--- src/rtl/bkf_pkg.sv ---
// Shared types for the bottom-k sketch filter.
// Used by the rank cells, the output stage and the top level; no dependencies.
package bkf_pkg;

  localparam int RANK_W   = 32;
  localparam int VERTEX_W = 31;
  localparam int DIST_W   = 32;
  localparam int CFG_W    = 7;

  // Reset value of the keep count register, before saturation to the row length.
  localparam logic [CFG_W-1:0] KEEP_COUNT_RESET = 7'd16;

  // What one cell shows its right-hand neighbor.
  typedef struct packed {
    logic              valid;  // cell holds a rank for the current item
    logic              gt;     // held rank is greater than the incoming rank
    logic [RANK_W-1:0] rank;
  } bkf_link_t;

  // What the top level drives into every cell.
  typedef struct packed {
    logic              fire;   // an item is accepted this cycle
    logic              start;  // the item opens a new sketch
    logic              keep;   // the item's rank goes into the row
    logic              grow;   // the row takes one more rank
    logic [RANK_W-1:0] rank;
  } bkf_bcast_t;

  // One result item.
  typedef struct packed {
    logic                keep;
    logic [VERTEX_W-1:0] vertex;
    logic [DIST_W-1:0]   distance;
  } bkf_result_t;

endpackage

--- src/rtl/bkf_cell.sv ---
// One slot of the sorted rank row of the bottom-k sketch filter.
// Depends on bkf_pkg for the link and broadcast structs.
module bkf_cell
  import bkf_pkg::*;
(
  input  logic       clk,
  input  logic       rst,
  input  bkf_bcast_t bcast,
  input  bkf_link_t  prev,
  output bkf_link_t  link
);

  logic              valid;
  logic [RANK_W-1:0] rank;
  logic              v_eff;
  logic              gt;
  logic              here;

  // A start item sees the row as empty.
  assign v_eff = valid & ~bcast.start;
  assign gt    = v_eff & (rank > bcast.rank);

  // The new rank lands here if this is the first held rank above it, or if
  // this is the first free slot and the row grows.
  assign here = v_eff ? gt : (bcast.grow & prev.valid);

  assign link.valid = v_eff;
  assign link.gt    = gt;
  assign link.rank  = rank;

  always_ff @(posedge clk) begin
    if (rst) begin
      valid <= 1'b0;
    end else if (bcast.fire) begin
      valid <= v_eff | (bcast.grow & prev.valid);
    end
  end

  always_ff @(posedge clk) begin
    if (bcast.fire && bcast.keep) begin
      if (prev.gt) begin
        rank <= prev.rank;
      end else if (here) begin
        rank <= bcast.rank;
      end
    end
  end

endmodule

--- config.mk ---
export PLATFORM = sky130hd
export DESIGN_NAME = bkf_cell
export DESIGN_NICKNAME = d
export VERILOG_FILES = /design/src/rtl/bkf_pkg.sv /design/src/rtl/bkf_cell.sv
export SDC_FILE = /design/constraint.sdc
export NUM_CORES = 1
export LEC_CHECK = 0
export ABC_AREA = 1
export BUFFER_PORTS_ARGS = -buffer_cell sky130_fd_sc_hd__buf_2
export CORE_MARGIN = 2
export CORE_UTILIZATION = 50
export CTS_CLUSTER_SIZE = 10
export DETAILED_ROUTE_END_ITERATION = 10
export GPL_TIMING_DRIVEN = 0
export PLACE_DENSITY = 0.88
export SLEW_MARGIN = 20
export SYNTH_ARGS = -nofsm -noshare
export SYNTH_HDL_FRONTEND = slang
export SYNTH_SLANG_ARGS = --single-unit
--- constraint.sdc ---
create_clock -name clk -period 5.4 [get_ports clk]
set_input_delay 1.62 -clock clk [delete_from_list [all_inputs] [get_ports clk]]
set_output_delay 1.62 -clock clk [all_outputs]
set_load 0.005 [all_outputs]
Word-level counts from Yosys, hierarchy flattened
Index checks and enable logic that the tools add are counted.
{"block": "word_totals", "regBits": 33, "latch_bits": 0, "ram_bits": 0, "romBits": 0, "in_bits": 72, "out_inout_bits": 34, "word_cells": 14, "n_memories": 0}
{"block": "op_classes", "addsub": 0, "mul": 0, "div": 0, "magnitude_cmp": 1, "eq_ne": 0, "n_shift": 0, "mux": 3, "bitwise": 5, "reduce_logical": 3}
{"operator": "$mux 32", "n": 2}
{"operator": "$gt 32x32->1", "n": 1}
{"operator": "$and 1x1->1", "n": 3}
{"operator": "$reduce_and 2->1", "n": 1}
{"operator": "$reduce_bool 2->1", "n": 1}
{"operator": "$logic_and 1x1->1", "n": 1}
{"operator": "$mux 1", "n": 1}
{"operator": "$not 1->1", "n": 1}
{"operator": "$or 1x1->1", "n": 1}

Logic depth before layout (Yosys ltp)
{"block": "depth", "word_depth": 6, "ltp_mapped": 16}

Least setup slack after synthesis
Ideal clock, no wire load.
{"block": "synth_path", "kind": "input -> output", "from": "input port bcast[17] (netlist bit)", "to": "output port link[32] (netlist bit)", "t_arrival_ns": 2.650, "setup_slack_ns": 1.130, "stages": 13, "path_buffers": 1, "cell_sequence": "inv_1 ha_1 nand2_1 nand2_1 nand2_1 nand2_1 nand2_1 nand3_1 a21oi_1 nand2_1 nand2_2 inv_1 buf_4"}
{"block": "synth_between", "elab_chain_cells": 2}
{"item": "from (decl)", "line_no": "bkf_cell.sv:8", "source": "input bkf_bcast_t bcast,"}
{"item": "$gt 32x32->1", "line_no": "bkf_cell.sv:21", "source": "assign gt = v_eff & (rank > bcast.rank);"}
{"item": "$and 1x1->1", "line_no": "bkf_cell.sv:21"}
{"item": "to (decl)", "line_no": "bkf_cell.sv:10", "source": "output bkf_link_t link"}
Every way passes these cells.

Worst setup path after layout
Ends and elaborated chain as after synthesis.

==> flow_metrics.tcl <==
set metrics [dict create \
    hold_path_class "register to register" \
    p_sw_w 0.000155 \
    yosysTopAreaCellShare 0.428 \
    cts_hold_buffers 0 \
    fin_crit_ns 4.63 \
    power_density_mw_per_mm2 203 \
    power_frac_comb 0.203 \
    vias 2119 \
    clock_path_buffers 2 \
    viasPerCell 4.99 \
    grt_use_total 0.226 \
    setup_viol 0 \
    synth_area_mm2 0.00225 \
    final_antenna_net_count 0 \
    max_cap_viol_count 0 \
    rows 24 \
    drtIter0Drc 87 \
    p_leak_nw 1.56 \
    synthTopCellsByArea "edfxtp_1, ha_1, nand2_1" \
    grtUsageMet2 0.403 \
    yosysWarnings 0 \
    sequentialPowerShare 0.502 \
    report.final.slew_viol_count 0 \
    fp.coreArea_mm2 0.00435 \
    ys_types 24 \
    diodes 0 \
    area_growth_pct 31.2 \
    h-tree-depth 2 \
    min_period_over_period 0.857 \
    grt_max_degree 22 \
    cts_buffers 5 \
    dieArea_mm2 0.00505 \
    fmax_mhz 216 \
    cts_setup_buffers 0 \
    grt_pass1_vias 2151 \
    cts_tree "yes" \
    finalPower_w 0.000597 \
    synthCells 260 \
    grtUsageMet1 0.263 \
    skew_ns 0.00572 \
    final_cells 425 \
    syn_avg_cell_area_um2 8.64 \
    drc 0 \
    dp_cells 417 \
    syn_nets 364 \
    end_kind "primary output" \
    place.detailed.hpwl_um 4400 \
    critPathMaxFanout 2 \
    antenna_found_initial 0 \
    ys_ff_latch 33 \
    wire_per_inst_um 12.7 \
    wl_um 5380 \
    swShare 0.260 \
    whs_ns 0.505 \
    busiest_layer "met2" \
    slew_headroom 0.667 \
    final_cell_mix "buf_2, nand2_1, inv_1" \
    postCtsResizedCells 0 \
    num-fill-cells 370 \
    nets 476 \
    critPathKind "input pin to primary output" \
    io_pins 106 \
    port_buffers 104 \
    p_int_w 0.000442 \
    first_pass_iters 4 \
    yosys.area.top_type "edfxtp_1" \
    rsz0062_at_grt "false" \
    worstPathArrival_ns 3.01 \
    clk_pin_slew_ns 0.07 \
    groute.layer.met3.usage 0.0385 \
    root_buffer "clkbuf_8" \
    hold_viol 0 \
    outcome "finished, final reports clean" \
    max_slew.worst_pin.slew_ns 0.499 \
    required_ns 3.78 \
    grt_pass1_wl_um 8960 \
    worstSkewPairLatency_ns 0.28 \
    clkPwrFrac 0.296 \
    mostFrequentLayoutCell "buf_2" \
    overflow 0 \
    clkSinkCount 33 \
    fin_tns_setup_ns 0 \
    gp_congestion 0.870 \
    vdd_drop_max_mv 0.109 \
    die_w_um 71.0 \
    layout-drive-gt1-share 0.340 \
    start_util 0.516 \
    die_h_um 71.0 \
    ys_seq_area_frac 0.437 \
    startpoint_type "input pin" \
]
metrics by stage:
stage	instance area, um^2	worst slack, ns	util
2_1_floorplan	2250	1.13	-
3_3_place_gp	2830	0.809	0.651
3_5_place_dp	2870	0.765	0.659
4_1_cts	2950	0.759	0.677
5_1_grt	2950	0.624	0.677
6_report	2950	0.770	0.677
power by group through the flow:
stage	Sequential (W)	Clock [W]	Combinational [W]
floorplan	0.000306	0	0.0000648
global placement	0.000305	0	0.000113
detailed placement	0.000305	0	0.000121
CTS	0.000300	0.000179	0.000122
global route	0.000301	0.000188	0.000140
finish	0.000300	0.000177	0.000121
kinds of logic after synthesis:
logic type	Yosys count	synth area share
multiplexers	1	0.00501
buffers and inverters	52	0.0913
AO/OA/AOI/OAI	52	0.121
adder cells (fa/ha/maj)	32	0.178
flip-flops	33	0.437
AND/OR/NAND/NOR	90	0.168
critical path, cell delays in order:
cell	delay [ns]
buf_2	0.07
inv_1	0.04
ha_1	0.32
nand2_1	0.08
nand2_1	0.05
nand2_1	0.06
nand2_1	0.06
nand2_1	0.06
nand3_1	0.08
a21oi_1	0.13
nand2_1	0.08
nand2_2	0.09
inv_1	0.04
buf_4	0.12
buf_2	0.12
path summary, 6_finish.rpt:
| kind | startpoint | endpoint | cells after the start | slack (ns) |
|---|---|---|---|---|
| worst max-delay path | bcast[17] | link[32] | 15 | 0.77 |
| worst min-delay path | valid$_SDFFE_PP0P_ | valid$_SDFFE_PP0P_ | 2 | 0.51 |
| worst min register to register | valid$_SDFFE_PP0P_ | valid$_SDFFE_PP0P_ | 2 | 0.51 |
| worst max register to register | rank[31]$_DFFE_PP_ | rank[0]$_DFFE_PP_ | 10 | 3.09 |
layout make-up:
class                   count  area (um^2)  area share
well taps                  52         65.1      0.0221
plain buffers               9         43.8      0.0149
multi-input cells         175         1070       0.362
inverters                  43          161      0.0548
clock buffers               8         80.1      0.0272
flip-flops and latches     33          981       0.333
repair buffers            105          548       0.186
routing by layer:
metal,vias up,share of wire,wire (um)
li1,1081,-,-
met5,-,0,0
met2,73,0.51,2730
met4,0,0.016,85
met1,956,0.43,2290
met3,9,0.050,268
cells in the mapped netlist (all sizes together):
cell	n
ha	32
a21o	1
nand3	3
edfxtp	32
nand2	73
dfxtp	1
buf	4
a21oi	16
mux2	1
nand4	2
clkbuf	5
a31oi	1
o21ai	33
inv	43
nor2	12
o21a	1
registers in the layout, summed over array words and instances (netlist names):
signal,count
rank,32
valid,1
Note: power is estimated with default switching activity, not from simulation.
