`config.mk`:
```
export PLATFORM = sky130hd
export DESIGN_NAME = bkf_out_stage
export DESIGN_NICKNAME = d
export VERILOG_FILES = /design/src/rtl/bkf_pkg.sv /design/src/rtl/bkf_out_stage.sv
export SDC_FILE = /design/constraint.sdc
export NUM_CORES = 1
export LEC_CHECK = 0
export ABC_AREA = 1
export BUFFER_PORTS_ARGS = -buffer_cell sky130_fd_sc_hd__buf_4
export CAP_MARGIN = 20
export CORE_AREA = 10 10 104 106
export DETAILED_ROUTE_END_ITERATION = 10
export DIE_AREA = 0 0 114 116
export PLACE_DENSITY = 0.85
export SKIP_LAST_GASP = 1
export SLEW_MARGIN = 20
export SYNTH_ARGS = -nofsm -noshare
export SYNTH_HDL_FRONTEND = slang
export SYNTH_SLANG_ARGS = --single-unit
```
`constraint.sdc`:
```
create_clock -name clk -period 12.6 [get_ports clk]
set_input_delay 2.52 -clock clk [delete_from_list [all_inputs] [get_ports clk]]
set_output_delay 2.52 -clock clk [all_outputs]
set_load 0.005 [all_outputs]
```
`src/rtl/bkf_pkg.sv`:
```
// Shared types for the bottom-k sketch filter.
// Used by the rank cells, the output stage and the top level; no dependencies.
package bkf_pkg;

  localparam int RANK_W   = 32;
  localparam int VERTEX_W = 31;
  localparam int DIST_W   = 32;
  localparam int CFG_W    = 7;

  // Reset value of the keep count register, before saturation to the row length.
  localparam logic [CFG_W-1:0] KEEP_COUNT_RESET = 7'd16;

  // What one cell shows its right-hand neighbor.
  typedef struct packed {
    logic              valid;  // cell holds a rank for the current item
    logic              gt;     // held rank is greater than the incoming rank
    logic [RANK_W-1:0] rank;
  } bkf_link_t;

  // What the top level drives into every cell.
  typedef struct packed {
    logic              fire;   // an item is accepted this cycle
    logic              start;  // the item opens a new sketch
    logic              keep;   // the item's rank goes into the row
    logic              grow;   // the row takes one more rank
    logic [RANK_W-1:0] rank;
  } bkf_bcast_t;

  // One result item.
  typedef struct packed {
    logic                keep;
    logic [VERTEX_W-1:0] vertex;
    logic [DIST_W-1:0]   distance;
  } bkf_result_t;

endpackage

```
`src/rtl/bkf_out_stage.sv`:
```
// Output register with a skid slot for the bottom-k sketch filter.
// Depends on bkf_pkg for the result struct.
module bkf_out_stage
  import bkf_pkg::*;
(
  input  logic        clk,
  input  logic        rst,
  input  logic        load,
  output logic        load_ready,
  input  bkf_result_t result_in,
  output logic        out_valid,
  input  logic        out_ready,
  output bkf_result_t result_out
);

  logic        skid_valid;
  bkf_result_t skid;

  // The skid slot only fills while the output register is stalled, so the
  // ready toward the row depends on a register alone.
  assign load_ready = ~skid_valid;

  always_ff @(posedge clk) begin
    if (rst) begin
      out_valid  <= 1'b0;
      skid_valid <= 1'b0;
    end else if (!out_valid || out_ready) begin
      if (skid_valid) begin
        out_valid  <= 1'b1;
        skid_valid <= 1'b0;
      end else begin
        out_valid <= load;
      end
    end else if (load) begin
      skid_valid <= 1'b1;
    end
  end

  always_ff @(posedge clk) begin
    if (!out_valid || out_ready) begin
      if (skid_valid) begin
        result_out <= skid;
      end else if (load) begin
        result_out <= result_in;
      end
    end else if (load) begin
      skid <= result_in;
    end
  end

endmodule

```
# Yosys cells after proc, flatten, opt, wreduce, memory -nomap -nowiden
# Index checks and enable logic that the tools add are counted.
[word_totals]
regBits = 130
latch_bits = 0
ramBits = 0
rom_bits = 0
in_bits = 68
output_inout_bits = 66
wordCells = 19
n_memories = 0
[op_classes]
addsub = 0
n_mul = 0
div_mod_pow = 0
order_cmp = 0
eq_ne = 0
shift = 0
muxes = 3
bitwise_logic = 2
n_reduce_logical = 6
[op_table]
columns = ["operator", "count"]
rows = [
  ["$mux 64", 2],
  ["$reduce_and 2->1", 2],
  ["$not 1->1", 2],
  ["$reduce_bool 2->1", 1],
  ["$reduce_or 2->1", 1],
  ["$logic_not 1->1", 1],
  ["$logic_or 1x1->1", 1],
  ["$mux 1", 1],
]

# Longest topological paths before layout
[logic_depth]
depth_word = 4
mapped_depth = 5
depth_no_buf = 3

# Worst setup path before layout
# Ideal clock, no wire load.
[synth_timing]
kind = "in2reg"
start = "input out_ready"
end = "register result_out[0] (netlist bit), enable pin"
setup_time_ns = 0.507
arrival_time_ns = 5.699
required_time_ns = 12.093
setup_slack_ns = 6.393
cell_stages = 2
path_buffers = 0
path_cell_list = "inv_1 -> a21oi_1"
[synth_between]
elab_chain_len = 2
[synth_lines]
columns = ["item", "line_no", "rtl"]
rows = [
  ["start: declaration", "bkf_out_stage.sv:12", "input logic out_ready,"],
  ["$logic_or 1x1->1", "bkf_out_stage.sv:40", "if (!out_valid || out_ready) begin"],
  ["$reduce_and 2->1 (no line)", "n/a", ""],
  ["end signal: assignment", "bkf_out_stage.sv:42", "result_out <= skid;"],
  ["end signal: assignment", "bkf_out_stage.sv:44", "result_out <= result_in;"],
  ["end: declaration", "bkf_out_stage.sv:13", "output bkf_result_t result_out"],
]
# No other way between the ends.
# A chain may end at the register's enable or synchronous reset.

# Worst setup path after layout
[layout_timing]
start = "register skid_valid"
end = "output load_ready"
[layout_between]
elab_chain_len = 1
[layout_lines]
columns = ["item", "line_no", "rtl"]
rows = [
  ["start: declaration", "bkf_out_stage.sv:16", "logic skid_valid;"],
  ["start signal: assignment", "bkf_out_stage.sv:26", "skid_valid <= 1'b0;"],
  ["start signal: assignment", "bkf_out_stage.sv:30", "skid_valid <= 1'b0;"],
  ["start signal: assignment", "bkf_out_stage.sv:35", "skid_valid <= 1'b1;"],
  ["$not 1->1", "bkf_out_stage.sv:21", "assign load_ready = ~skid_valid;"],
  ["end: declaration", "bkf_out_stage.sv:9", "output logic load_ready,"],
]
# No other way between the ends.

==> results.toml <==
[hold_path]
holdPathStages = 2
min_path_type = "reg2reg"

[global_route]
antenna_found_initial = 0
grt_pass1_wl_mm = 15.6
grtUsageMet3_pct = 5.84
grt.overflow.total = 0
use_met1_pct = 16.7
grt_max_degree = 67
track_usage_pct = 15.3
met2_usage_pct = 26.2
grt_busiest_layer = "met2"
grt_pass1_vias = 3154

[cts]
post-cts-setup-buffer-count = 0
numCtsBuffers = 17
tritoncts = "yes"
clock_sinks = 130
hold_buffers = 0
clk_latency_ns = 0.49
cts_resized = 0
cts_max_level = 4
clk_path_buf_depth = 2
root_buffer = "clkbuf_8"
clkTransAtPathRegs_ns = 0.06

[cells_and_area]
diodes = 0
seq_area_mm2 = 0.00388
syn2layout_area_growth_pct = 35.3
stdcell_area_mm2 = 0.00640
drive_above_1_share_pct = 33.6
fillCellCount = 565
multi_input_area_um2 = 766
nets = 556

[synth]
synth_edf_count = 128
synth_most_common_cell = "nand2_1"
syn_nets = 414
yosysSeqAreaShare_pct = 82.1
netlist_area_mm2 = 0.00473
syn_area_per_cell_um2 = 13.7
synth.top_cells.by_count = "nand2_1 (193), edfxtp_1 (128), buf_2 (7)"
syn_inst = 346
synthDistinctLibCells = 13
synth.area.top_cells = "edfxtp_1 (81%), nand2_1 (15%), buf_4 (0.95%)"
netlist.top_cell.by_area = "edfxtp_1"
yosysTopAreaCellShare_pct = 81.2
ys_async_sr_fraction_pct = 0
synth_top_flop_cell = "edfxtp_1"
yosys_warnings = 0
synth_seq_cells = 130

[sta]
fmax_ghz = 0.257
skew_ns = 0.0119
timing.setup.tns_ns = 0
min_period_ns = 3.89
holdWs_ns = 0.515
fin_crit_sh_pct = 30.8
rsz0062_at_grt = "false"
setup_viol = 0
hold_viol_final = 0
worst_pin_slew_ns = 0.822
relSlewSlack_pct = 45.2
slew_violations = 0

[die]
io_pins = 134
rows = 34
fp.dieW_um = 114
start_util_pct = 54.5
core_mm2 = 0.00868
fp.dieH_um = 116
dieArea_mm2 = 0.0132

[power]
pwr_density_cell_mw_per_mm2 = 163
irDropWorstVdd_uv = 119
leakage_nw = 2.73

[place]
portBuffers = 133
dp_hpwl_mm = 6.86
placed_area_mm2 = 0.00582
gp_congestion = 0.731

[detailed_routing]
viasPerCell = 4.85
drt_iter0_drc = 138
vias = 2949
post_drt_wl_per_cell_um = 16.9
drc_errors = 0
drt_first_pass_iters = 5
routed_wl_mm = 10.3
drt.antenna.violating_nets = 0

[worst_setup_path]
cp-start-kind = "flip-flop"
criticalPathCategory = "reg2out"
cp_data_arrival_time_ns = 1.37
path_max_fanout = 27
cp-end-kind = "output pin"
reg2reg_depth = 4
required_ns = 10.08

[run_status]
status = "completed"

[job]
max-cap-violations = 0
## metrics by stage
| stage | worst slack (ns) | util (%) | instances | total power (W) |
|---|---|---|---|---|
| after floorplan | 6.39 | - | 346 | 0.000540 |
| after global placement | 8.67 | 67.0 | 576 | 0.000585 |
| after detailed placement | 8.61 | 67.0 | 576 | 0.000589 |
| after CTS | 8.23 | 73.5 | 607 | 0.00105 |
| after global routing | 8.63 | 73.8 | 608 | 0.00108 |
| final | 8.71 | 73.8 | 608 | 0.00104 |
## path summary, 6_finish.rpt
path / endpoint / start / slack (ns)
setup / recovery: load_ready / skid_valid / 8.71
hold / removal: result_out[46] / skid[46] / 0.52
setup reg to reg: result_out[19] / skid_valid / 10.31
hold reg to reg: result_out[46] / skid[46] / 0.52
## flip-flops by register name, indices dropped and copies added (netlist names)
| signal | count |
|---|---|
| result_out | 64 |
| skid | 64 |
| out_valid | 1 |
| skid_valid | 1 |
## cells by family (layout without fill, tap and decap cells)
logic type             after synthesis  after routing  synth area share, %
AOI/OAI and AO/OA                    2              2                0.211
DFF                                130            130                 82.1
buffers and inverters               17            171                 2.01
and+or+nand+nor                    197            197                 15.7
## area by class of cell
| cell class | instances | area share (%) |
|---|---|---|
| repair buffers | 137 | 16.3 |
| clock inverters | 12 | 2.21 |
| well taps | 108 | 2.11 |
| clock buffers | 19 | 6.59 |
| inverters | 3 | 0.176 |
| flip-flops and latches | 130 | 60.7 |
| multi-input cells | 199 | 12.0 |
## critical path: stages, from the launching register on
cell and delay [ns]:
dfxtp_2 0.32, inv_2 0.35, buf_4 0.20
## cell usage in the layout, fill, tap and decap left out
| cell | synthesis | layout |
|---|---|---|
| inv_2 | 1 | 1 |
| bufinv_16 | 0 | 3 |
| nand2_1 | 193 | 193 |
| clkbuf_8 | 0 | 1 |
| clkinv_2 | 0 | 4 |
| inv_1 | 2 | 2 |
| edfxtp_1 | 128 | 128 |
| clkbuf_16 | 0 | 16 |
| clkinv_4 | 0 | 1 |
| clkbuf_1 | 1 | 2 |
| dfxtp_2 | 0 | 1 |
| a21oi_4 | 0 | 1 |
| buf_4 | 6 | 136 |
| nand3_1 | 1 | 1 |
| o21ai_1 | 1 | 1 |
| and3_2 | 0 | 1 |
| buf_12 | 0 | 1 |
| dfxtp_1 | 2 | 1 |
| clkinvlp_4 | 0 | 2 |
| clkinv_1 | 0 | 2 |
| nor2_1 | 2 | 2 |
## layer usage
metal	part of all wire [%]	wire length [um]
met1	41	4170
met2	50	5160
met3	8.0	824
met4	1.1	109
met5	0	0
## power breakdown
group | internal [W] | total [W] | switching, W
Clock | 0.000297 | 0.000462 | 0.000165
Sequential | 0.000502 | 0.000509 | 0.00000661
Combinational | 0.0000366 | 0.0000709 | 0.0000343
Total | 0.000836 | 0.00104 | 0.000206
Power figures use the tool's default switching activity.
